### src/rtl/rtcn_pkg.sv
`timescale 1ns / 1ps
`default_nettype none
// ----------------------------------------------------------------------------
// RTC nibble register clock: shared package
// Word layout, operation codes and configuration constants used across the
// clock unit.
// ----------------------------------------------------------------------------
package rtcn_pkg;

  // Operation carried by an input word
  typedef enum logic [1:0] {
    OP_TICK  = 2'd0,
    OP_READ  = 2'd1,
    OP_WRITE = 2'd2
  } rtcn_op_e;

  // One input word as held in the input register
  typedef struct packed {
    logic [1:0]  op;
    logic [3:0]  reg_address;
    logic [3:0]  write_nibble;
    logic [15:0] elapsed_cycles;
  } rtcn_item_t;

  // Configuration port
  localparam int unsigned PADDR_W = 3;
  localparam int unsigned PDATA_W = 32;
  localparam logic [PADDR_W-1:0] CFG_ADDR_SEC_RATE = 3'd0;
  localparam logic [31:0] SEC_RATE_RESET = 32'd7159090;

  // Battery-backed nibble RAM
  localparam int unsigned RAM_NIBBLES = 26;
  localparam int unsigned RAM_BANK    = RAM_NIBBLES / 2;
  localparam int unsigned RAM_IDX_W   = $clog2(RAM_NIBBLES);

  // Read words carry the nibble in the low half over this mark
  localparam logic [3:0] READ_MARK = 4'hF;

endpackage : rtcn_pkg
`default_nettype wire

### src/rtl/rtcn_apb_regs.sv
`timescale 1ns / 1ps
`default_nettype none
// ----------------------------------------------------------------------------
// RTC configuration registers
// APB-style slave holding the prescaler rate (half-cycles per second).
// ----------------------------------------------------------------------------
module rtcn_apb_regs (
  input  wire logic                         clk,
  input  wire logic                         rst,
  input  wire logic                         psel,
  input  wire logic                         penable,
  input  wire logic                         pwrite,
  input  wire logic [rtcn_pkg::PADDR_W-1:0] paddr,
  input  wire logic [rtcn_pkg::PDATA_W-1:0] pwdata,
  output logic      [rtcn_pkg::PDATA_W-1:0] prdata,
  output logic                              pready,
  output logic      [31:0]                  sec_rate
);
  import rtcn_pkg::*;

  logic wr_en;

  // Write on the access phase; the slave never inserts wait states
  assign pready = 1'b1;
  assign wr_en  = psel && penable && pwrite && pready;

  always_ff @(posedge clk) begin
    if (rst) begin
      sec_rate <= SEC_RATE_RESET;
    end else if (wr_en && (paddr == CFG_ADDR_SEC_RATE)) begin
      sec_rate <= pwdata;
    end
  end

  // Read back the rate; unmapped addresses return zero
  assign prdata = (paddr == CFG_ADDR_SEC_RATE) ? sec_rate : '0;

endmodule : rtcn_apb_regs
`default_nettype wire

### src/rtl/rtcn_prescaler.sv
`timescale 1ns / 1ps
`default_nettype none
// ----------------------------------------------------------------------------
// RTC prescaler
// Accumulates elapsed half-cycles and flags one second when the rate is
// reached; the surplus carries over, saturated at 32 bits.
// ----------------------------------------------------------------------------
module rtcn_prescaler (
  input  wire logic        clk,
  input  wire logic        rst,
  input  wire logic        tick_en,
  input  wire logic [15:0] elapsed_cycles,
  input  wire logic [31:0] sec_rate,
  output logic             sec_pulse
);
  import rtcn_pkg::*;

  logic [31:0] prescaler;
  logic [31:0] prescaler_next;
  logic [32:0] sum;
  logic [32:0] surplus;

  // Add the tick and compare against the rate
  assign sum       = {1'b0, prescaler} + 33'(elapsed_cycles);
  assign sec_pulse = tick_en && (sum >= {1'b0, sec_rate});
  assign surplus   = sum - {1'b0, sec_rate};

  always_comb begin
    prescaler_next = prescaler;
    if (tick_en) begin
      if (sum < {1'b0, sec_rate}) begin
        prescaler_next = sum[31:0];
      end else if (surplus[32]) begin
        prescaler_next = '1;
      end else begin
        prescaler_next = surplus[31:0];
      end
    end
  end

  always_ff @(posedge clk) begin
    if (rst) begin
      prescaler <= '0;
    end else begin
      prescaler <= prescaler_next;
    end
  end

endmodule : rtcn_prescaler
`default_nettype wire

### src/rtl/rtcn_calendar.sv
`timescale 1ns / 1ps
`default_nettype none
// ----------------------------------------------------------------------------
// RTC time, calendar and register file
// Holds the time of day as BCD digits plus a binary hour, the calendar, the
// control flags and the nibble RAM; decodes nibble register reads and writes.
// ----------------------------------------------------------------------------
module rtcn_calendar (
  input  wire logic                clk,
  input  wire logic                rst,
  input  wire logic                en,
  input  wire rtcn_pkg::rtcn_item_t item,
  input  wire logic                sec_pulse,
  output logic [3:0]               read_nibble
);
  import rtcn_pkg::*;

  // Register addresses, bank 0
  localparam logic [3:0] R_SEC_U  = 4'd0;
  localparam logic [3:0] R_SEC_T  = 4'd1;
  localparam logic [3:0] R_MIN_U  = 4'd2;
  localparam logic [3:0] R_MIN_T  = 4'd3;
  localparam logic [3:0] R_HOUR_U = 4'd4;
  localparam logic [3:0] R_HOUR_T = 4'd5;
  localparam logic [3:0] R_WDAY   = 4'd6;
  localparam logic [3:0] R_DAY_U  = 4'd7;
  localparam logic [3:0] R_DAY_T  = 4'd8;
  localparam logic [3:0] R_MON_U  = 4'd9;
  localparam logic [3:0] R_MON_T  = 4'd10;
  localparam logic [3:0] R_YEAR_U = 4'd11;
  localparam logic [3:0] R_YEAR_T = 4'd12;
  // Bank 1
  localparam logic [3:0] R_H24    = 4'd10;
  localparam logic [3:0] R_LEAP   = 4'd11;
  // Common to all banks
  localparam logic [3:0] R_CTRL   = 4'd13;
  localparam logic [3:0] R_TEST   = 4'd14;
  localparam logic [3:0] R_OUT    = 4'd15;

  // Bank select codes
  localparam logic [1:0] MODE_TIME   = 2'd0;
  localparam logic [1:0] MODE_CTRL   = 2'd1;
  localparam logic [1:0] MODE_RAM_HI = 2'd3;

  typedef struct packed {
    logic [2:0] weekday;
    logic [5:0] day;
    logic [4:0] month;
    logic [6:0] year;
    logic [1:0] leap;
  } rtcn_cal_t;

  typedef struct packed {
    logic       off16;
    logic       off1;
    logic       h24;
    logic       timer;
    logic       alarm;
    logic [1:0] mode;
  } rtcn_flags_t;

  // Quotient by ten for values below 128
  function automatic logic [3:0] div10(input logic [6:0] v);
    logic [14:0] prod;
    prod = 15'(v) * 15'd205;
    return prod[14:11];
  endfunction

  function automatic logic [3:0] mod10(input logic [6:0] v);
    logic [6:0] rem;
    rem = v - 7'(div10(v)) * 7'd10;
    return rem[3:0];
  endfunction

  function automatic logic [3:0] nib_mod10(input logic [3:0] v);
    return (v >= 4'd10) ? v - 4'd10 : v;
  endfunction

  function automatic logic [2:0] nib_mod6(input logic [3:0] v);
    logic [3:0] r;
    if (v >= 4'd12) r = v - 4'd12;
    else if (v >= 4'd6) r = v - 4'd6;
    else r = v;
    return r[2:0];
  endfunction

  function automatic logic [2:0] nib_mod7(input logic [3:0] v);
    logic [3:0] r;
    if (v >= 4'd14) r = v - 4'd14;
    else if (v >= 4'd7) r = v - 4'd7;
    else r = v;
    return r[2:0];
  endfunction

  // Days in a month; month index counts from 0, out-of-range months get 31
  function automatic logic [5:0] month_len(input logic [4:0] m, input logic [1:0] leap);
    logic [5:0] len;
    case (m)
      5'd1: len = (leap == 2'd0) ? 6'd29 : 6'd28;
      5'd3, 5'd5, 5'd8, 5'd10: len = 6'd30;
      default: len = 6'd31;
    endcase
    return len;
  endfunction

  // Roll the calendar over by one day; folds at most four month lengths
  function automatic rtcn_cal_t advance_day(input rtcn_cal_t c);
    rtcn_cal_t  r;
    logic [5:0] len;
    logic       done;
    r       = c;
    done    = 1'b0;
    r.weekday = (c.weekday == 3'd6) ? 3'd0 : c.weekday + 3'd1;
    r.day     = c.day + 6'd1;
    for (int i = 0; i < 4; i++) begin
      len = month_len(r.month, r.leap);
      if (!done && (r.day >= len)) begin
        r.day = r.day - len;
        if (r.month >= 5'd11) begin
          r.month = '0;
          r.year  = (r.year == 7'd99) ? 7'd0 : r.year + 7'd1;
          r.leap  = r.leap + 2'd1;
        end else begin
          r.month = r.month + 5'd1;
        end
      end else begin
        done = 1'b1;
      end
    end
    return r;
  endfunction

  // State
  logic [3:0]  sec_u, sec_u_next;
  logic [2:0]  sec_t, sec_t_next;
  logic [3:0]  min_u, min_u_next;
  logic [2:0]  min_t, min_t_next;
  logic [4:0]  hour, hour_next;
  rtcn_cal_t   cal, cal_next;
  rtcn_flags_t flags, flags_next;
  logic [3:0]  ram [RAM_NIBBLES];

  // Decode helpers
  logic                 ram_sel;
  logic [RAM_IDX_W-1:0] ram_idx;
  logic                 ram_we;
  logic                 is_pm;
  logic [4:0]           hour12;
  logic [3:0]           hour12_t;
  logic [3:0]           hour_t;
  logic [5:0]           hour_wr;
  logic [3:0]           wv;

  assign wv       = item.write_nibble;
  assign ram_sel  = (item.reg_address < R_CTRL) && flags.mode[1];
  assign ram_idx  = RAM_IDX_W'(item.reg_address)
                  + ((flags.mode == MODE_RAM_HI) ? RAM_IDX_W'(RAM_BANK) : '0);
  assign is_pm    = (hour >= 5'd12);
  assign hour12   = is_pm ? hour - 5'd12 : hour;
  assign hour12_t = div10(7'(hour12));
  assign hour_t   = div10(7'(hour));

  // Hour value after a write to either hour digit, before the mod-24 fold
  always_comb begin
    if (flags.h24) begin
      if (item.reg_address == R_HOUR_U) begin
        hour_wr = 6'(hour_t) * 6'd10 + 6'(wv);
      end else begin
        hour_wr = 6'(mod10(7'(hour))) + 6'(wv[1:0]) * 6'd10;
      end
    end else begin
      if (item.reg_address == R_HOUR_U) begin
        hour_wr = 6'(hour12_t) * 6'd10 + 6'(wv) + (is_pm ? 6'd12 : 6'd0);
      end else begin
        hour_wr = 6'(mod10(7'(hour12))) + (wv[0] ? 6'd10 : 6'd0)
                + (wv[1] ? 6'd12 : 6'd0);
      end
    end
  end

  // Next state for a tick or a register write
  always_comb begin
    sec_u_next = sec_u;
    sec_t_next = sec_t;
    min_u_next = min_u;
    min_t_next = min_t;
    hour_next  = hour;
    cal_next   = cal;
    flags_next = flags;
    ram_we     = 1'b0;
    if (en && (item.op == OP_TICK) && sec_pulse) begin
      // Advance one second through the digit chain
      if (sec_u == 4'd9) begin
        sec_u_next = '0;
        if (sec_t == 3'd5) begin
          sec_t_next = '0;
          if (min_u == 4'd9) begin
            min_u_next = '0;
            if (min_t == 3'd5) begin
              min_t_next = '0;
              if (hour == 5'd23) begin
                hour_next = '0;
                cal_next  = advance_day(cal);
              end else begin
                hour_next = hour + 5'd1;
              end
            end else begin
              min_t_next = min_t + 3'd1;
            end
          end else begin
            min_u_next = min_u + 4'd1;
          end
        end else begin
          sec_t_next = sec_t + 3'd1;
        end
      end else begin
        sec_u_next = sec_u + 4'd1;
      end
    end else if (en && (item.op == OP_WRITE)) begin
      if (ram_sel) begin
        ram_we = 1'b1;
      end else if (item.reg_address == R_CTRL) begin
        {flags_next.timer, flags_next.alarm, flags_next.mode} = wv;
      end else if (item.reg_address == R_OUT) begin
        flags_next.off1  = wv[3];
        flags_next.off16 = wv[2];
      end else if (flags.mode == MODE_CTRL) begin
        if (item.reg_address == R_H24) begin
          flags_next.h24 = wv[0];
        end else if (item.reg_address == R_LEAP) begin
          cal_next.leap = wv[1:0];
        end
      end else if (flags.mode == MODE_TIME) begin
        case (item.reg_address)
          R_SEC_U:  sec_u_next = nib_mod10(wv);
          R_SEC_T:  sec_t_next = nib_mod6(wv);
          R_MIN_U:  min_u_next = nib_mod10(wv);
          R_MIN_T:  min_t_next = nib_mod6(wv);
          R_HOUR_U, R_HOUR_T: begin
            hour_next = (hour_wr >= 6'd24) ? 5'(hour_wr - 6'd24) : hour_wr[4:0];
          end
          R_WDAY:   cal_next.weekday = nib_mod7(wv);
          R_DAY_U:  cal_next.day = 6'(div10(7'(cal.day))) * 6'd10 + 6'(nib_mod10(wv));
          R_DAY_T:  cal_next.day = 6'(mod10(7'(cal.day))) + 6'(wv[1:0]) * 6'd10;
          R_MON_U:  cal_next.month = 5'(div10(7'(cal.month))) * 5'd10
                                   + 5'(nib_mod10(wv));
          R_MON_T:  cal_next.month = 5'(mod10(7'(cal.month))) + (wv[0] ? 5'd10 : 5'd0);
          R_YEAR_U: cal_next.year = 7'(div10(cal.year)) * 7'd10 + 7'(nib_mod10(wv));
          R_YEAR_T: cal_next.year = 7'(mod10(cal.year)) + 7'(nib_mod10(wv)) * 7'd10;
          default: ;
        endcase
      end
    end
  end

  // Read decode against the current state
  always_comb begin
    if (ram_sel) begin
      read_nibble = ram[ram_idx];
    end else if (item.reg_address == R_CTRL) begin
      read_nibble = {flags.timer, flags.alarm, flags.mode};
    end else if (item.reg_address == R_TEST) begin
      read_nibble = 4'hF;
    end else if (item.reg_address == R_OUT) begin
      read_nibble = {flags.off1, flags.off16, 2'b00};
    end else if (flags.mode == MODE_CTRL) begin
      if (item.reg_address == R_H24) begin
        read_nibble = {3'b000, flags.h24};
      end else if (item.reg_address == R_LEAP) begin
        read_nibble = {2'b00, cal.leap};
      end else begin
        read_nibble = 4'hF;
      end
    end else begin
      case (item.reg_address)
        R_SEC_U:  read_nibble = sec_u;
        R_SEC_T:  read_nibble = {1'b0, sec_t};
        R_MIN_U:  read_nibble = min_u;
        R_MIN_T:  read_nibble = {1'b0, min_t};
        R_HOUR_U: read_nibble = flags.h24 ? mod10(7'(hour)) : mod10(7'(hour12));
        R_HOUR_T: read_nibble = flags.h24 ? hour_t : hour12_t + (is_pm ? 4'd2 : 4'd0);
        R_WDAY:   read_nibble = {1'b0, cal.weekday};
        R_DAY_U:  read_nibble = mod10(7'(cal.day));
        R_DAY_T:  read_nibble = div10(7'(cal.day));
        R_MON_U:  read_nibble = mod10(7'(cal.month));
        R_MON_T:  read_nibble = div10(7'(cal.month));
        R_YEAR_U: read_nibble = mod10(cal.year);
        default:  read_nibble = div10(cal.year);
      endcase
    end
  end

  // Time, calendar and flag registers
  always_ff @(posedge clk) begin
    if (rst) begin
      sec_u <= '0;
      sec_t <= '0;
      min_u <= '0;
      min_t <= '0;
      hour  <= '0;
      cal   <= '0;
      flags <= '0;
    end else begin
      sec_u <= sec_u_next;
      sec_t <= sec_t_next;
      min_u <= min_u_next;
      min_t <= min_t_next;
      hour  <= hour_next;
      cal   <= cal_next;
      flags <= flags_next;
    end
  end

  // Nibble RAM, cleared by reset
  always_ff @(posedge clk) begin
    if (rst) begin
      for (int i = 0; i < RAM_NIBBLES; i++) begin
        ram[i] <= '0;
      end
    end else if (ram_we) begin
      ram[ram_idx] <= wv;
    end
  end

endmodule : rtcn_calendar
`default_nettype wire

### src/rtl/rtc_nibble_register_clock_unit.sv
`timescale 1ns / 1ps
`default_nettype none
// ----------------------------------------------------------------------------
// RTC nibble register clock unit
// Real-time clock and calendar behind sixteen 4-bit registers in four banks,
// driven by tick words that carry elapsed half-cycles.
// ----------------------------------------------------------------------------
// The unit takes one word per clock cycle while in_stall is low and returns one
// result word per input word: the word is captured in an input register, the
// state update and register read happen as it moves on, and the result lands
// in an output register. The state update (prescaler add/compare, second and
// day rollover, nibble register decode) is combinational between the two
// registers. A result waiting on a stalled output does not block the next
// input word; the input stalls only when both the input and output registers
// are full. Reads return 0xF0 with the register nibble in the low four bits;
// ticks and writes return 0. The user must write the prescaler rate through the
// APB port at address 0 only while the unit is idle; the block does not enforce
// it. The nibble RAM is cleared by reset with no extra initialization time.
// ----------------------------------------------------------------------------
module rtc_nibble_register_clock_unit (
  input  wire logic                         clk,
  input  wire logic                         rst,
  // Input word channel
  input  wire logic                         in_valid,
  output logic                              in_stall,
  input  wire logic [1:0]                   op,
  input  wire logic [3:0]                   reg_address,
  input  wire logic [3:0]                   write_nibble,
  input  wire logic [15:0]                  elapsed_cycles,
  // Result word channel
  output logic                              out_valid,
  input  wire logic                         out_stall,
  output logic      [7:0]                   read_data,
  // Configuration port
  input  wire logic                         psel,
  input  wire logic                         penable,
  input  wire logic                         pwrite,
  input  wire logic [rtcn_pkg::PADDR_W-1:0] paddr,
  input  wire logic [rtcn_pkg::PDATA_W-1:0] pwdata,
  output logic      [rtcn_pkg::PDATA_W-1:0] prdata,
  output logic                              pready
);
  import rtcn_pkg::*;

  rtcn_item_t  item;
  logic        item_valid;
  logic        advance;
  logic        in_take;
  logic [31:0] sec_rate;
  logic        sec_pulse;
  logic [3:0]  read_nibble;

  // Move the held word forward when the output register is free or draining
  assign advance  = item_valid && (!out_valid || !out_stall);
  assign in_stall = item_valid && !advance;
  assign in_take  = in_valid && !in_stall;

  // Input register
  always_ff @(posedge clk) begin
    if (rst) begin
      item_valid <= 1'b0;
    end else if (in_take) begin
      item_valid <= 1'b1;
    end else if (advance) begin
      item_valid <= 1'b0;
    end
  end

  always_ff @(posedge clk) begin
    if (in_take) begin
      item.op             <= op;
      item.reg_address    <= reg_address;
      item.write_nibble   <= write_nibble;
      item.elapsed_cycles <= elapsed_cycles;
    end
  end

  // Output register
  always_ff @(posedge clk) begin
    if (rst) begin
      out_valid <= 1'b0;
    end else if (advance) begin
      out_valid <= 1'b1;
    end else if (!out_stall) begin
      out_valid <= 1'b0;
    end
  end

  always_ff @(posedge clk) begin
    if (advance) begin
      read_data <= (item.op == OP_READ) ? {READ_MARK, read_nibble} : 8'h00;
    end
  end

  rtcn_apb_regs u_regs (
    .clk      (clk),
    .rst      (rst),
    .psel     (psel),
    .penable  (penable),
    .pwrite   (pwrite),
    .paddr    (paddr),
    .pwdata   (pwdata),
    .prdata   (prdata),
    .pready   (pready),
    .sec_rate (sec_rate)
  );

  rtcn_prescaler u_prescaler (
    .clk            (clk),
    .rst            (rst),
    .tick_en        (advance && (item.op == OP_TICK)),
    .elapsed_cycles (item.elapsed_cycles),
    .sec_rate       (sec_rate),
    .sec_pulse      (sec_pulse)
  );

  rtcn_calendar u_calendar (
    .clk         (clk),
    .rst         (rst),
    .en          (advance),
    .item        (item),
    .sec_pulse   (sec_pulse),
    .read_nibble (read_nibble)
  );

endmodule : rtc_nibble_register_clock_unit
`default_nettype wire

### config.mk
export PLATFORM = sky130hd
export DESIGN_NAME = rtc_nibble_register_clock_unit
export DESIGN_NICKNAME = d
export VERILOG_FILES = /design/src/rtl/rtcn_pkg.sv /design/src/rtl/rtcn_apb_regs.sv /design/src/rtl/rtcn_prescaler.sv /design/src/rtl/rtcn_calendar.sv /design/src/rtl/rtc_nibble_register_clock_unit.sv
export SDC_FILE = /design/constraint.sdc
export NUM_CORES = 1
export LEC_CHECK = 0
export ABC_AREA = 0
export BUFFER_PORTS_ARGS = -buffer_cell sky130_fd_sc_hd__buf_2
export CAP_MARGIN = 20
export CORE_AREA = 4 4 267 269
export DETAILED_ROUTE_END_ITERATION = 8
export DIE_AREA = 0 0 271 273
export PLACE_DENSITY_LB_ADDON = 0.1
export SYNTH_ARGS = -nofsm -noshare
export SYNTH_HDL_FRONTEND = slang
export SYNTH_SLANG_ARGS = --single-unit
### constraint.sdc
create_clock -name clk -period 12.45 [get_ports clk]
set_input_delay 1.245 -clock clk [delete_from_list [all_inputs] [get_ports clk]]
set_output_delay 1.245 -clock clk [all_outputs]
set_load 0.02 [all_outputs]
==> results.toml, run 1 <==
[outcome]
status = "finished clean"

[placed_design]
port_buffers = 109
dp_hpwl_um = 57600
placed_area_um2 = 25500
gp_congestion = 0.865
dpl.cell_count = 3674

[sta]
rsz0062_at_grt = "false"
skew_ns = 0.0302
hold_viol = 0
finalCritPeriodShare_pct = 92.7
fin_crit_ns = 11.55
fmax_ghz = 0.0866
drv_slew = 0
worst_slew_pin_slew_ns = 0.994
setup_tns_ns = 0
slew_headroom_pct = 33.7
finalSetupViolations = 0

[worst_setup_path]
crit_type = "flop to flop"
critPathBufInv = 10
cp_slowest_cell = "fa_1"
crit_path_max_incr_delay_ns = 0.45
crit_start = "u_calendar.cal[11]"
rr_startpoint = "u_calendar.cal[11]"
worstPathRequired_ns = 12.91
cp-end-kind = "flop"
arrival_ns = 12.01
critPathTopFamily = "compound AO/OA/AOI/OAI gates"
critPathLaunchType = "flop"
critPathMaxFanout = 15

[logic_synthesis]
synth-edff-count = 159
ys.flop_type = "edfxtp_1"
postSynthNetCount = 3101
yosys.area.top_type = "edfxtp_1"
netlist_area_um2 = 24000
postSynthAreaPerCell_um2 = 8.82
ys_warn_count = 0
ys_types = 112
synth_top_area_share_pct = 19.9
async_flop_share_pct = 0
netlist_top_cells_count = "nand2_1 (279), ha_1 (266), nor2_1 (264)"
netlist_instances = 2722
synth_area_leaders = "edfxtp_1 (20%), ha_1 (14%), dfxtp_1 (9.6%)"
seq_area_frac_synth_pct = 29.5
synth.most_common_cell = "nand2_1"
ys_seq_elements = 274

[layout]
final_cells = 3737
diodes = 0
stdcell_area_um2 = 26700
syn_to_final_growth_pct = 11.1
drive_above_1_share_pct = 11.9
finalNetCount = 3160
fillers = 6971

[grt]
grt_pass1_wl_um = 121000
grt_antenna_before_repair = 0
overflow = 0
track_usage_pct = 20.4
grt_max_degree = 59
grt_pass1_vias = 21100

[cts]
clkSlewWorstSetupHoldPaths_ns = 0.07
cts_root_buf = "clkbuf_16"
numCtsBuffers = 34
cts_hold_buf = 0
h-tree-depth = 2
cts_buffer_depth = 3
worstSkewPairLatency_ns = 0.55
clkSinkCount = 274
tritoncts = "yes"

[floorplan]
rows = 96
fp.dieArea_um2 = 74000
fp.dieH_um = 273
die_x_um = 271
core_area_um2 = 68600
initial_utilization_pct = 35.0
pin_count = 111

[drt]
wl_um = 77300
drt-initial-drc-count = 1667
num_vias = 21100
drc = 0
topRoutingLayerUsed = "met4"
drt-pass1-iter-count = 6
post_drt_via_cell_ratio = 5.64
met1_length_um = 35100
met2_length_um = 35700
dr_wl_met3_um = 4390
ant_nets = 0
wl_per_cell_um = 20.7

[pwr]
p_leak_nw = 11.4
p_per_area_nw_per_um2 = 84.7
vdd.ir_drop.worst_mv = 0.0893
power.total_w = 0.00226

[worst_hold_path]
hold_start = "u_prescaler.prescaler[12]"
hold_path.class = "flop to flop"

[run]
maxCapViolCount = 0
## cell families (layout without fill, tap and decap cells)
kind of cell               Yosys count  after routing  synth area share (%)
AOI/OAI and AO/OA                  720            720                  20.3
DFF                                274            274                  29.5
adders and majority gates          311            311                  17.6
other                                1              1                0.0156
xor gates and xnor gates           133            133                  5.03
buffers and inverters              320            404                  5.23
and+or+nand+nor                    897            897                  17.7
muxes                               66             66                  4.72
## cells in the final DEF, fill, tap and decap left out, types with 26 or more instances in the layout
cell,count
edfxtp_1,159
and2_1,41
inv_1,192
nand2_1,279
a211oi_1,29
mux4_2,35
fa_1,44
xor2_1,32
a21o_1,70
buf_4,37
nor2b_1,31
clkbuf_16,35
nand3_1,71
xnor2_1,97
dfxtp_1,112
nor3_1,52
nand4_1,26
ha_1,264
buf_2,108
nor2_1,264
o21ai_0,125
a21oi_1,204
## worst paths after layout
check / end / slack (ns) / cells after the start
hold / removal: u_prescaler.prescaler[12] / 0.45 / 2
setup reg to reg: u_calendar.cal[1] / 0.90 / 61
setup / recovery: u_calendar.cal[1] / 0.90 / 61
hold reg to reg: u_prescaler.prescaler[12] / 0.45 / 2
## area by class of cell
type	count	area [µm²]	area share, %
clock buffer	44	943	3.54
clock inverter	17	126	0.474
inverter	194	728	2.73
multi-input combinational	2128	15700	59.0
sequential	274	7080	26.5
tap	931	1160	4.37
timing repair buffer	149	883	3.31
## tightest hold or removal path, delay by kind of cell (launching register included)
kind            cells  cell delay (ns)
compound gates      1             0.05
simple gates        1             0.05
flops               1             0.31
## through the flow
stage          hold slack, ns  worst slack (ns)  util (%)
2_1_floorplan           0.436              1.60         -
3_3_place_gp            0.443             0.576      37.2
3_5_place_dp            0.447             0.188      37.2
4_1_cts                 0.456             0.133      38.8
5_1_grt                 0.483            0.0354      38.9
6_report                0.454             0.903      38.9
## registers in the layout (all words and copies together) (netlist names), 3 cells and up
| register | count |
|---|---|
| u_calendar.sec_u | 4 |
| u_calendar.min_u | 4 |
| u_prescaler.prescaler | 32 |
| u_regs.sec_rate | 32 |
| u_calendar.flags | 7 |
| item | 26 |
| u_calendar.min_t | 3 |
| u_calendar.ram | 128 |
| u_calendar.cal | 23 |
| read_data | 5 |
| u_calendar.hour | 5 |
| u_calendar.sec_t | 3 |
## repair_timing
action                     CTS  global route
buffers inserted             0             2
resized for setup            0            16
setup endpoints to repair    0            19
## power by group
| group | internal (W) | total, W | switching, W | leakage [nW] |
|---|---|---|---|---|
| sequential | 0.000979 | 0.000993 | 0.0000141 | 2.52 |
| combinational | 0.000106 | 0.000290 | 0.000184 | 8.31 |
| clock | 0.000559 | 0.000976 | 0.000417 | 0.533 |
## layer usage
metal,GRT usage (%),vias to the layer above
met3,2.65,127
li1,-,10000
met4,5.79,0
met2,33.9,668
met5,0,-
met1,27.9,10300
No activity file was read; power rests on OpenSTA's default activity.
==> run 2, diff against run 1 <==
--- a/config.mk
+++ b/config.mk
@@ -8,6 +8,8 @@
 export ABC_AREA = 0
 export BUFFER_PORTS_ARGS = -buffer_cell sky130_fd_sc_hd__buf_2
 export CAP_MARGIN = 20
+export CELL_PAD_IN_SITES_DETAIL_PLACEMENT = 1
+export CELL_PAD_IN_SITES_GLOBAL_PLACEMENT = 2
 export CORE_AREA = 4 4 267 269
 export DETAILED_ROUTE_END_ITERATION = 8
 export DIE_AREA = 0 0 271 273
==> results.toml, run 2 (same netlist as run 1, synthesis figures left out) <==
[grt]
grt_pass1_wl_um = 131000
grt_pass1_vias = 22100
grt_antenna_before_repair = 3
grt_max_degree = 59
overflow = 0
track_usage_pct = 22.2

[floorplan]
initial_utilization_pct = 35.0
fp.dieArea_um2 = 74000
pin_count = 111
die_x_um = 271
rows = 96
fp.dieH_um = 273
core_area_um2 = 68600

[cts]
clkSinkCount = 274
cts_root_buf = "clkbuf_16"
numCtsBuffers = 35
h-tree-depth = 2
clkSlewWorstSetupHoldPaths_ns = 0.06
cts_buffer_depth = 3
tritoncts = "yes"
cts_hold_buf = 0
worstSkewPairLatency_ns = 0.56

[worst_setup_path]
cp_slowest_cell = "fa_1"
worstPathRequired_ns = 12.92
rr_startpoint = "u_calendar.cal[10]"
arrival_ns = 12.05
crit_path_max_incr_delay_ns = 0.45
reg2reg_depth = 59
rr_endpoint = "u_calendar.cal[1]"
crit_type = "flop to flop"
cpMostUsedCell = "inv_1"
critPathLaunchType = "flop"
cp-end-kind = "flop"
rrSetupSlack_ns = 0.88
critPathMaxFanout = 15

[sta]
slew_headroom_pct = 26.2
finalSetupViolations = 0
hold_viol = 0
layout_setup_ws_ns = 0.875
skew_ns = 0.0141
fmax_ghz = 0.0864
fin_crit_ns = 11.57
drv_slew = 0
finalCritPeriodShare_pct = 93.0
worst_slew_pin_slew_ns = 1.09

[drt]
met2_length_um = 38400
met1_length_um = 39700
wl_per_cell_um = 22.4
drc = 0
num_vias = 21000
topRoutingLayerUsed = "met5"
ant_nets = 0
drt-pass1-iter-count = 5
post_drt_via_cell_ratio = 5.61
drt-initial-drc-count = 1191
dr_wl_met3_um = 3410
wl_um = 83700

[pwr]
netSwitchingFraction_pct = 27.3
vdd.ir_drop.worst_mv = 0.0884
p_per_area_nw_per_um2 = 87.6
p_leak_nw = 11.4
power.total_w = 0.00235
p_seq_share_pct = 42.2
switchingPower_w = 0.000642
p_comb_share_pct = 12.5
clockPowerShare_pct = 45.2
intPower_w = 0.00171

[placed_design]
gp_congestion = 0.870
port_buffers = 109
dp_slack_ns = -0.0931
dp_hpwl_um = 63600

[outcome]
status = "finished clean"

[layout]
finalNetCount = 3166
top_register = "u_calendar.ram"
fillers = 7980
top_regs = "u_calendar.ram (128), u_prescaler.prescaler (32), u_regs.sec_rate (32)"
diodes = 0
drive_above_1_share_pct = 12.2
largest_reg_flops = 128
layout_common_cells = "nand2_1 (279), nor2_1 (264), ha_1 (263)"
utilization_pct = 39.1
final_common_cell = "nand2_1"
syn_to_final_growth_pct = 11.6

[run]
maxCapViolCount = 0

[worst_hold_path]
whs_endpoint = "u_prescaler.prescaler[13]"
hold_start = "u_prescaler.prescaler[13]"
hold_path.class = "flop to flop"
whs_path_depth = 2
## run 2: cell types whose count changed in the layout (fill, tap and decap cells not counted), sizes merged
cell / previous run / this run
bufinv: 1 / 4
inv: 195 / 197
clkbuf: 44 / 41
clkinvlp: 0 / 3
buf: 149 / 154
clkinv: 15 / 12
## run 2: critical path: cells and delay by family, from the launching register on
| family | cells | cell delay, ns |
|---|---|---|
| AOI/OAI and AO/OA | 27 | 5.36 |
| adders and majority gates | 11 | 3.01 |
| and+or+nand+nor | 13 | 1.75 |
| buffers and inverters | 8 | 0.89 |
| DFF | 1 | 0.44 |
## run 2: cell type report
class / instances / area, µm² / share of cell area [%]
clock buffer: 41 / 918 / 3.43
clock inverter: 22 / 254 / 0.948
inverter: 194 / 728 / 2.72
multi-input combinational: 2128 / 15800 / 58.8
sequential: 274 / 7080 / 26.4
tap: 931 / 1160 / 4.35
timing repair buffer: 154 / 901 / 3.36
## run 2: per-layer routing
metal,up-vias,global-route usage (%)
met5,-,0
met4,4,5.98
met3,106,2.76
met2,420,36.4
met1,10500,31.1
li1,10000,-
## run 2: worst max-delay path by stage
stage | startpoint | endpoint | slack, ns | cells past startpoint
after floorplan | u_calendar.cal[9] | u_calendar.cal[1] | 1.60 | 64
after global placement | u_calendar.cal[12] | u_calendar.cal[12] | 0.30 | 59
after detailed placement | u_calendar.cal[12] | u_calendar.cal[12] | -0.09 | 60
after CTS | u_calendar.cal[12] | u_calendar.cal[1] | 0.08 | 61
after global routing | u_calendar.cal[10] | u_calendar.cal[0] | -0.008 | 60
final | u_calendar.cal[10] | u_calendar.cal[1] | 0.88 | 59
## run 2: timing repair
action | 4_1_cts | 5_1_grt
setup buffers | 0 | 3
pin swaps | 0 | 2
gates resized for setup | 3 | 18
cloned | 0 | 0
setup endpoints to repair | 7 | 19
## run 2: stage by stage
stage | hold WS, ns | instances | TNS, ns | cell area, µm²
floorplan | 0.436 | 2722 | 0 | 24000
global placement | 0.442 | 3676 | 0 | 25500
detailed placement | 0.459 | 3677 | -0.283 | 25500
CTS | 0.467 | 3740 | 0 | 26700
global route | 0.488 | 3744 | -0.00829 | 26800
finish | 0.463 | 3744 | 0 | 26800
## run 2: power groups by stage
stage               Clock, W  Combinational [W]  Sequential (W)
finish               0.00106           0.000294        0.000991
global placement           0           0.000291         0.00101
CTS                  0.00109           0.000297        0.000991
floorplan                  0           0.000198         0.00101
detailed placement         0           0.000295         0.00101
global route         0.00113           0.000326        0.000993
==> run 3, diff against run 2 <==
--- a/config.mk
+++ b/config.mk
@@ -11,9 +11,10 @@
 export CELL_PAD_IN_SITES_DETAIL_PLACEMENT = 1
 export CELL_PAD_IN_SITES_GLOBAL_PLACEMENT = 2
 export CORE_AREA = 4 4 267 269
+export CTS_CLUSTER_SIZE = 20
 export DETAILED_ROUTE_END_ITERATION = 8
 export DIE_AREA = 0 0 271 273
-export PLACE_DENSITY_LB_ADDON = 0.1
+export PLACE_DENSITY = 0.79
 export SYNTH_ARGS = -nofsm -noshare
 export SYNTH_HDL_FRONTEND = slang
 export SYNTH_SLANG_ARGS = --single-unit
==> results.toml, run 3 (same netlist as run 1, synthesis figures left out) <==
[outcome]
status = "finished clean"

[floorplan]
pin_count = 111
fp.dieArea_um2 = 74000
initial_utilization_pct = 35.0
fp.dieH_um = 273
rows = 96
core_area_um2 = 68600
die_x_um = 271

[worst_setup_path]
rrSetupSlack_ns = 0.84
worstPathRequired_ns = 12.96
crit_path_max_incr_delay_ns = 0.45
cpMostUsedCell = "inv_1"
rr_startpoint = "u_calendar.cal[12]"
arrival_ns = 12.12
reg2reg_depth = 59
critPathLaunchType = "flop"
crit_type = "flop to flop"
rr_endpoint = "u_calendar.cal[1]"
cp-end-kind = "flop"
cp_slowest_cell = "dfxtp_2"
critPathMaxFanout = 15

[cts]
cts_root_buf = "clkbuf_16"
cts_buffer_depth = 3
tritoncts = "yes"
worstSkewPairLatency_ns = 0.60
clkSlewWorstSetupHoldPaths_ns = 0.07
clkSinkCount = 274
cts_hold_buf = 0
numCtsBuffers = 31
h-tree-depth = 1

[grt]
grt_pass1_vias = 22500
overflow = 0
grt_max_degree = 59
grt_pass1_wl_um = 127000
grt_antenna_before_repair = 1
track_usage_pct = 21.2

[pwr]
p_per_area_nw_per_um2 = 84.6
p_leak_nw = 11.4
power.total_w = 0.00226
vdd.ir_drop.worst_mv = 0.124

[drt]
wl_per_cell_um = 21.4
drc = 0
wl_um = 80100
ant_nets = 0
post_drt_via_cell_ratio = 5.65
drt-pass1-iter-count = 5
num_vias = 21100
drt-initial-drc-count = 1531

[layout]
diodes = 0
final_common_cell = "nand2_1"
multiInputGateArea_um2 = 15800
utilization_pct = 38.9
top_regs = "u_calendar.ram (128), u_prescaler.prescaler (32), u_regs.sec_rate (32)"
syn_to_final_growth_pct = 11.2
final_cells = 3738
top_register = "u_calendar.ram"
largest_reg_flops = 128
finalNetCount = 3161
layout_common_cells = "nand2_1 (279), nor2_1 (264), ha_1 (264)"
seqCellArea_um2 = 7080
drive_above_1_share_pct = 12.0
fillers = 8033

[worst_hold_path]
hold_path.class = "flop to flop"
hold_start = "u_prescaler.prescaler[11]"
whs_path_depth = 2
whs_endpoint = "u_prescaler.prescaler[11]"

[placed_design]
gp_congestion = 0.894
dp_hpwl_um = 60700
port_buffers = 109
dp_slack_ns = 0.105
dpl.cell_count = 3677

[sta]
layout_setup_ws_ns = 0.838
finalCritPeriodShare_pct = 93.3
hold_viol = 0
slew_headroom_pct = 32.7
skew_ns = 0.0161
hold_ws_ns = 0.461
fmax_ghz = 0.0861
drv_slew = 0
fin_crit_ns = 11.61
worst_slew_pin_slew_ns = 0.997
finalSetupViolations = 0

[run]
maxCapViolCount = 0
-- run 3: cell types whose count changed in the layout (fill, tap and decap cells not counted), moves of 2 or more --
cell and delta:
o21ai_0 +2, clkinv_4 +2, a21oi_2 -2, clkbuf_16 -4, o21ai_1 -2, clkinv_1 -2
-- run 3: area by class of cell --
type / count / share of cell area (%)
clock inverters: 22 / 0.961
flip-flops and latches: 274 / 26.5
well taps: 931 / 4.37
repair buffers: 153 / 3.32
inverters: 194 / 2.73
multi-input cells: 2128 / 59.0
clock buffers: 36 / 3.05
-- run 3: how the worst max path moves through the flow --
stage	startpoint	endpoint	slack (ns)	cells past startpoint
global route	u_calendar.cal[12]	u_calendar.cal[1]	-0.01	60
global placement	u_calendar.cal[12]	u_calendar.cal[1]	0.47	60
finish	u_calendar.cal[12]	u_calendar.cal[1]	0.84	59
CTS	u_calendar.cal[12]	u_calendar.cal[1]	0.08	60
detailed placement	u_calendar.cal[12]	u_calendar.cal[1]	0.11	60
floorplan	u_calendar.cal[9]	u_calendar.cal[1]	1.60	64
-- run 3: layer usage --
| metal | global-route usage [%] | wire, µm | vias to the layer above |
|---|---|---|---|
| met3 | 2.49 | 3850 | 100 |
| met4 | 4.59 | 1510 | 2 |
| met5 | 0 | 17 | - |
| met1 | 28.6 | 36700 | 10600 |
| li1 | - | - | 9991 |
| met2 | 36.5 | 38000 | 472 |
-- run 3: worst max-delay path, delay by kind of cell, from the launching register on --
kind | cells | cell delay (ns)
AO/OA/AOI/OAI | 27 | 5.38
adder cells (fa/ha/maj) | 11 | 3.08
AND/OR/NAND/NOR | 13 | 1.75
buffers and inverters | 8 | 0.86
flip-flops | 1 | 0.45
-- run 3: where the power goes --
group          switching, W  internal, W  leakage [nW]
logic              0.000190     0.000106          8.33
clock network      0.000414     0.000558         0.518
registers         0.0000110     0.000978          2.52
total              0.000614      0.00164          11.4
-- run 3: per-stage QoR --
step	TNS, ns	area (µm²)
2_1_floorplan	0	24000
3_3_place_gp	0	25500
3_5_place_dp	0	25500
4_1_cts	0	26600
5_1_grt	-0.00974	26700
6_report	0	26700
-- run 3: repair_timing --
action                     in CTS  in global routing
setup endpoints to repair       0                 19
gates resized for setup         0                 14
setup buffers                   0                  2
